`src/design/lobm_ram.sv`:
```
// lobm_ram: generic single write port, single read port RAM, registered read.
// No dependencies.
module lobm_ram #(
    parameter int WIDTH = 8,
    parameter int DEPTH = 16
) (
    input  logic                     aclk,
    input  logic                     we,
    input  logic [$clog2(DEPTH)-1:0] waddr,
    input  logic [WIDTH-1:0]         wdata,
    input  logic [$clog2(DEPTH)-1:0] raddr,
    output logic [WIDTH-1:0]         rdata
);

    logic [WIDTH-1:0] mem [0:DEPTH-1];
    logic [WIDTH-1:0] rdata_reg;

    always_ff @(posedge aclk) begin
        if (we) begin
            mem[waddr] <= wdata;
        end
        rdata_reg <= mem[raddr];
    end

    assign rdata = rdata_reg;

endmodule

```
`config.mk`:
```
export PLATFORM = sky130hd
export DESIGN_NAME = lobm_ram
export DESIGN_NICKNAME = d
export VERILOG_FILES = /design/src/design/lobm_ram.sv
export SDC_FILE = /design/constraint.sdc
export NUM_CORES = 1
export LEC_CHECK = 0
export BUFFER_PORTS_ARGS = -buffer_cell sky130_fd_sc_hd__buf_4
export CAP_MARGIN = 20
export CORE_MARGIN = 4
export CORE_UTILIZATION = 35
export DETAILED_ROUTE_END_ITERATION = 6
export GPL_TIMING_DRIVEN = 0
export MAX_ROUTING_LAYER = met4
export SLEW_MARGIN = 10
export SYNTH_ARGS = -nofsm -noshare
export SYNTH_HDL_FRONTEND = slang
export SYNTH_SLANG_ARGS = --single-unit
```
`constraint.sdc`:
```
create_clock -name aclk -period 1.7 [get_ports aclk]
set_input_delay 0.085 -clock aclk [delete_from_list [all_inputs] [get_ports aclk]]
set_output_delay 0.085 -clock aclk [all_outputs]
set_load 0.01 [all_outputs]
```
Yosys cells after proc, flatten, opt, wreduce, memory -nomap -nowiden

Memory sizes are Yosys's and may differ from the RTL's. A register that Yosys moved wholly into a read port is not among the register bits.
Cells that the tools add are included.

Mux-type cells: 2

Operators with widths:

| cell   | number |
|---|---|
| $mux 1 | 2 |

RAM bits: 128
Logic and storage cells: 3
Memories kept: 1
Register bits: 0

Memories:

| name | depth | bits a word | read ports | clocked after memory_dff | write ports | RTL line | text |
|---|---|---|---|---|---|---|---|
| mem  | 16    | 8           | 1          | 1                        | 1           | 15       | `logic [WIDTH-1:0] mem [0:DEPTH-1];` |

Depth between registers and ports, before layout

Gate-level depths: netlist of the first run.

Depth in word-level cells: 2
Depth in mapped cells: 5
Gate-level depth less buffers: 3

Worst setup path after synthesis of the first run

OpenSTA, ideal clock, no wires.

Path type: input port to flip-flop
From: input port waddr[2]
To: memory mem[0][0], enable pin
Arrival: 1195 ps
Data required time: 1317 ps
Path slack: 122 ps
Path buffers: 0
Stages: 2
Library setup time: 383 ps
Cell sequence: or3b_2 nor3_1

RTL lines:

| item            | RTL line | text |
|---|---|---|
| start, declared | 9        | `input logic [$clog2(DEPTH)-1:0] waddr,` |
| end, declared   | 15       |  |

No word-level cell before the write port.

==> results of run 1 <==
[through the flow]
| step | setup slack [ps] | utilization (%) |
|---|---|---|
| final | 150 | 42.5 |
| after global routing | 161 | 42.5 |
| after CTS | 208 | 42.5 |
| after detailed placement | -108 | 38.5 |
| after global placement | -496 | 38.4 |
| after floorplan | 122 | - |
[cell type report]
cell class,instances,area [µm²]
tap,184,230
timing repair buffer,29,223
clock inverter,13,111
buffer,10,86.3
multi-input combinational,83,1070
fill,1247,8320
sequential,136,4000
clock buffer,19,433
[Yosys cell counts, drive strengths merged]
cell type      instances  area share [%]
and2b                  1            0.15
nor3                   4            0.39
dfxtp                  8             3.1
a22oi                 16             2.3
and2                   1            0.12
nand2b                 2            0.24
buf                    7             1.1
nor2                  13            0.95
nor2b                  1            0.12
nand3b                 2            0.29
edfxtp               128              75
or3b                   1            0.17
clkdlybuf4s25          3            0.58
nand3                  1           0.097
nand2                  9            0.66
mux4                  32              15
[layout by cell type, fill, tap and decap left out, drive strengths merged]
master         instances
edfxtp               128
buf                   33
mux4                  32
clkbuf                19
a22oi                 16
nor2                  13
clkinv                11
nand2                  9
dfxtp                  8
nor3                   4
clkdlybuf4s25          3
dlygate4sd3            3
nand3b                 2
nand2b                 2
bufinv                 2
nor2b                  1
and2                   1
and2b                  1
nand3                  1
or3b                   1
[kinds of logic after synthesis]
family	count (synthesis)	share of synthesized area, %
simple gates	35	3.18
compound gates	16	2.33
flops	136	77.8
mux	32	15.0
buf+inv	10	1.68
[worst paths after layout]
kind | startpoint | endpoint | slack (ps) | cells after the start
min | wdata[4] | mem[5][4]$_DFFE_PP_ | 10 | 1
max reg2reg | mem[0][1]$_DFFE_PP_ | rdata[1]$_DFF_P_ | 150 | 3
min reg2reg | mem[14][2]$_DFFE_PP_ | rdata[2]$_DFF_P_ | 690 | 3
max | mem[0][1]$_DFFE_PP_ | rdata[1]$_DFF_P_ | 150 | 3
[repair_timing]
action,4_1_cts,5_1_grt
setup buffers,0,0
hold buffers,3,0
setup endpoints to repair,0,0
endpoints found under the hold margin,25,0
[report_power, final]
part / switching [mW] / internal, mW
clock network: 1.28 / 2.12
logic: 0.226 / 0.177
registers: 0.0177 / 3.75
[layer usage]
metal	GRT usage [%]	up-vias	part of all wire, %
met5	-	-	0
met4	5.37	0	1.5
met3	4.82	9	6.7
met2	20.3	75	47
met1	18.4	1269	45
li1	-	1072	-
==> run_results.csv, run 1 <==
group,metric,value,unit
synthesis,syn_inst,229,
cells_and_area,layout.nets,295,
critical_path,critical_path_class,"reg -> reg",
critical_path,cp_cell_sequence,"mux4_1, a22oi_1, nand2_1",
critical_path,crit_path_start_kind,"flop",
critical_path,cp-end-kind,"flop",
sta,tightest_slew,849,ps
critical_path,arrival,1830,ps
cts,clock_latency,410,ps
sta,relSlewSlack,43.2,%
cells_and_area,largest_reg_flops,128,
floorplan,core,14500,µm²
route,wirelength,10400,µm
route,first_iter_violations,202,
cts,cts-root-buf,"clkbuf_16",
floorplan,die_y,129,µm
power_and_ir_drop,p_total,7.57,mW
place,place_congestion,0.878,
global_route,gr-total-overflow,0,
critical_path,path_buf_inv,0,
route,post_drt_wl_per_cell,22.0,µm
sta,rsz0062_at_grt,"false",
cts,cts_inserted_buffers,17,
place,io_buffers,24,
synthesis,synth_cell_types,19,
sta,setup_violations,0,
sta,fin_skew,3.81,ps
cells_and_area,diodes,0,
floorplan,start_util,35.6,%
power_and_ir_drop,ir_drop,0.723,mV
sta,drv_slew,0,
sta,max_freq,645,MHz
sta,finalHoldViolCount,0,
cts,htreeDepth,4,
route,drtAntennaViolNets,0,
power_and_ir_drop,p_per_area,1230,nW/µm²
cells_and_area,fin_area,6150,µm²
route,vias,2425,
critical_path,critPathSlowestCell,"mux4_1",
cells_and_area,fin_cells,474,
cts,cts_tree,"done",
global_route,antenna_found_initial,0,
route,drc,0,
floorplan,rows,44,
place,dp.cells,439,
critical_path,crit_fanout,1,
cts,cts.sinks,136,
sta,min_period_over_period,91.2,%
floorplan,die_x,129,µm
floorplan,io_pins,26,
sta,tns,0,ps
global_route,grt_pass1_wl,15700,µm
run,maxCapViolCount,0,
critical_path,path_delay_family,"multiplexers",
cts,clk_pin_slew_worst_paths,60,ps
route,viasPerCell,5.12,
cells_and_area,drive_gt1_share,29.0,%
synthesis,synth_seq_cells,136,
synthesis,syn_avg_cell_area,22.5,µm²
place,placed_cell_area,5580,µm²
synthesis,syn-num-nets,247,
cts,clk_path_buf_depth,2,
synthesis,syn_area,5150,µm²
global_route,grt_pass1_vias,2548,
sta,layout_min_cycle_time,1550,ps
synthesis,ys_warn_count,0,
synthesis,synth-seq-area-share,77.8,%
place,dp_hpwl,6630,µm
cts,cts_resized,0,
cells_and_area,syn_to_final_growth,19.6,%
sta,holdWs,14.6,ps
critical_path,cp.required,1980,ps
global_route,grt_util_all_layers,14.0,%
critical_path,cpPeakStageDelay,540,ps
power_and_ir_drop,leakagePower,2.06,nW
status,status,"completed",
global_route,grt_max_degree,17,
worst_hold_path,hp-class,"in -> reg",
route,drtPass1Iterations,4,
floorplan,die_area,16700,µm²
Note: power is estimated with default switching activity, not from simulation.
==> run 2, diff against run 1 <==
Clock period 1.7 ns to 1.8 ns, I/O delays scaled along.
==> run 2 against run 1 <==
Against the previous run: non-clock buffer count down 2; clock skew up 0.89 ps; largest cell class unchanged; highest routed layer unchanged; fmax up 1.3%; combinational power down 7.4%; count of clock-buffer cells in the layout unchanged; cell count down 0.42%; register-to-register slack better by 120 ps; core utilization down 0.14 points; critical endpoint is now rdata[2]$_DFF_P_; largest power group unchanged.
==> run_results.csv, run 2 (synthesized netlist as in run 1, its figures left out) <==
group,metric,value,unit
status,status,"completed",
cells_and_area,fin_cells,472,
cts,post-cts-setup-buffer-count,0,
critical_path,ff2ff_path_depth,3,
cells_and_area,fill_cells,1249,
place,dp.cells,439,
route,drtAntennaViolNets,0,
critical_path,endpoint,"rdata[2]$_DFF_P_",
power_and_ir_drop,ir_drop,0.683,mV
cts,cts.sinks,136,
global_route,busiest_layer,"met2",
cells_and_area,final_cell_mix,"128 x edfxtp_1, 26 x buf_4, 18 x mux4_2",
sta,setup_violations,0,
cts,cts_inserted_buffers,17,
place,place_congestion,0.878,
power_and_ir_drop,p_per_area,1160,nW/µm²
cells_and_area,fin_area,6130,µm²
cells_and_area,largest_reg_flops,128,
floorplan,core,14500,µm²
power_and_ir_drop,p_total,7.13,mW
route,drtPass1Iterations,4,
global_route,grt_max_degree,17,
global_route,grt_util_all_layers,14.0,%
critical_path,critical_path_class,"reg -> reg",
place,io_buffers,24,
cells_and_area,drive_gt1_share,29.2,%
place,placed_cell_area,5580,µm²
global_route,grt_pass1_vias,2533,
floorplan,die_y,129,µm
sta,finalHoldViolCount,0,
critical_path,cp-startpoint,"mem[1][2]$_DFFE_PP_",
sta,rsz0062_at_grt,"false",
floorplan,rows,44,
cells_and_area,diodes,0,
cells_and_area,fin_util,42.4,%
floorplan,start_util,35.6,%
run,maxCapViolCount,0,
global_route,grt_use_met1,18.4,%
cts,clk_path_buf_depth,2,
global_route,met3_usage,4.82,%
route,post_drt_wl_per_cell,21.8,µm
place,dp_hpwl,6630,µm
sta,fin_skew,4.70,ps
critical_path,r2r_setup_slack,270,ps
floorplan,io_pins,26,
cells_and_area,layout.nets,293,
worst_hold_path,hp-class,"in -> reg",
critical_path,r2r_start,"mem[1][2]$_DFFE_PP_",
global_route,gr-total-overflow,0,
cells_and_area,syn_to_final_growth,19.2,%
critical_path,cp-end-kind,"flop",
place,pre_cts_slack,-13.4,ps
cts,cts-root-buf,"clkbuf_16",
cts,cts_tree,"done",
route,wirelength,10300,µm
critical_path,crit_fanout,1,
sta,min_period_over_period,85.0,%
global_route,antenna_found_initial,0,
route,vias,2387,
critical_path,cp.required,2080,ps
cells_and_area,final_common_cell,"edfxtp_1",
sta,drv_slew,0,
floorplan,die_x,129,µm
cts,htreeDepth,4,
power_and_ir_drop,leakagePower,2.05,nW
route,viasPerCell,5.06,
critical_path,r2r_end,"rdata[2]$_DFF_P_",
sta,layout_min_cycle_time,1530,ps
global_route,grt_util_met2,20.2,%
route,drc,0,
global_route,grt_pass1_wl,15600,µm
critical_path,arrival,1810,ps
sta,max_freq,654,MHz
cts,clk_pin_slew_worst_paths,60,ps
floorplan,die_area,16700,µm²
sta,holdWs,8.08,ps
sta,relSlewSlack,43.2,%
cts,clock_latency,410,ps
route,first_iter_violations,204,
sta,tightest_slew,849,ps
critical_path,crit_path_start_kind,"flop",
sta,tns,0,ps
sta,setup_ws,270,ps
run 2: critical path, cell delays in order, from the launching register on:
cell      delay, ps
edfxtp_1        360
mux4_1          540
a22oi_1         410
nand2_1          90
run 2: cell type report:
class	count	area (µm²)	area share, %
tap	184	230	3.75
timing repair buffer	27	203	3.30
multi-input combinational	83	1070	17.4
clock buffer	19	433	7.06
sequential	136	4000	65.3
clock inverter	13	111	1.82
buffer	10	86.3	1.41
run 2: worst min path at each step:
stage,from,to,slack (ps),cells after the start
2_1_floorplan,wdata[0],mem[0][0]$_DFFE_PP_,190,0
6_report,wdata[5],mem[7][5]$_DFFE_PP_,8,1
4_1_cts,wdata[5],mem[7][5]$_DFFE_PP_,0.7,1
3_5_place_dp,wdata[6],mem[7][6]$_DFFE_PP_,430,1
5_1_grt,wdata[0],mem[3][0]$_DFFE_PP_,10,1
3_3_place_gp,wdata[6],mem[4][6]$_DFFE_PP_,410,1
run 2: report_power, final:
part | total, mW | leakage [nW] | switching, mW | internal (mW)
registers | 3.56 | 1.22 | 0.0167 | 3.54
logic | 0.373 | 0.552 | 0.209 | 0.164
clock network | 3.20 | 0.276 | 1.20 | 2.00
total | 7.13 | 2.05 | 1.42 | 5.71
run 2: what timing repair did:
item,in CTS,in global routing
hold endpoints to repair,8,0
gates resized for setup,0,0
hold buffers,1,0
run 2: routing by layer:
layer / up-vias / share of wire [%]
li1: 1067 / -
met4: 0 / 1.1
met5: - / 0
met3: 7 / 9.1
met1: 1221 / 41
met2: 92 / 48
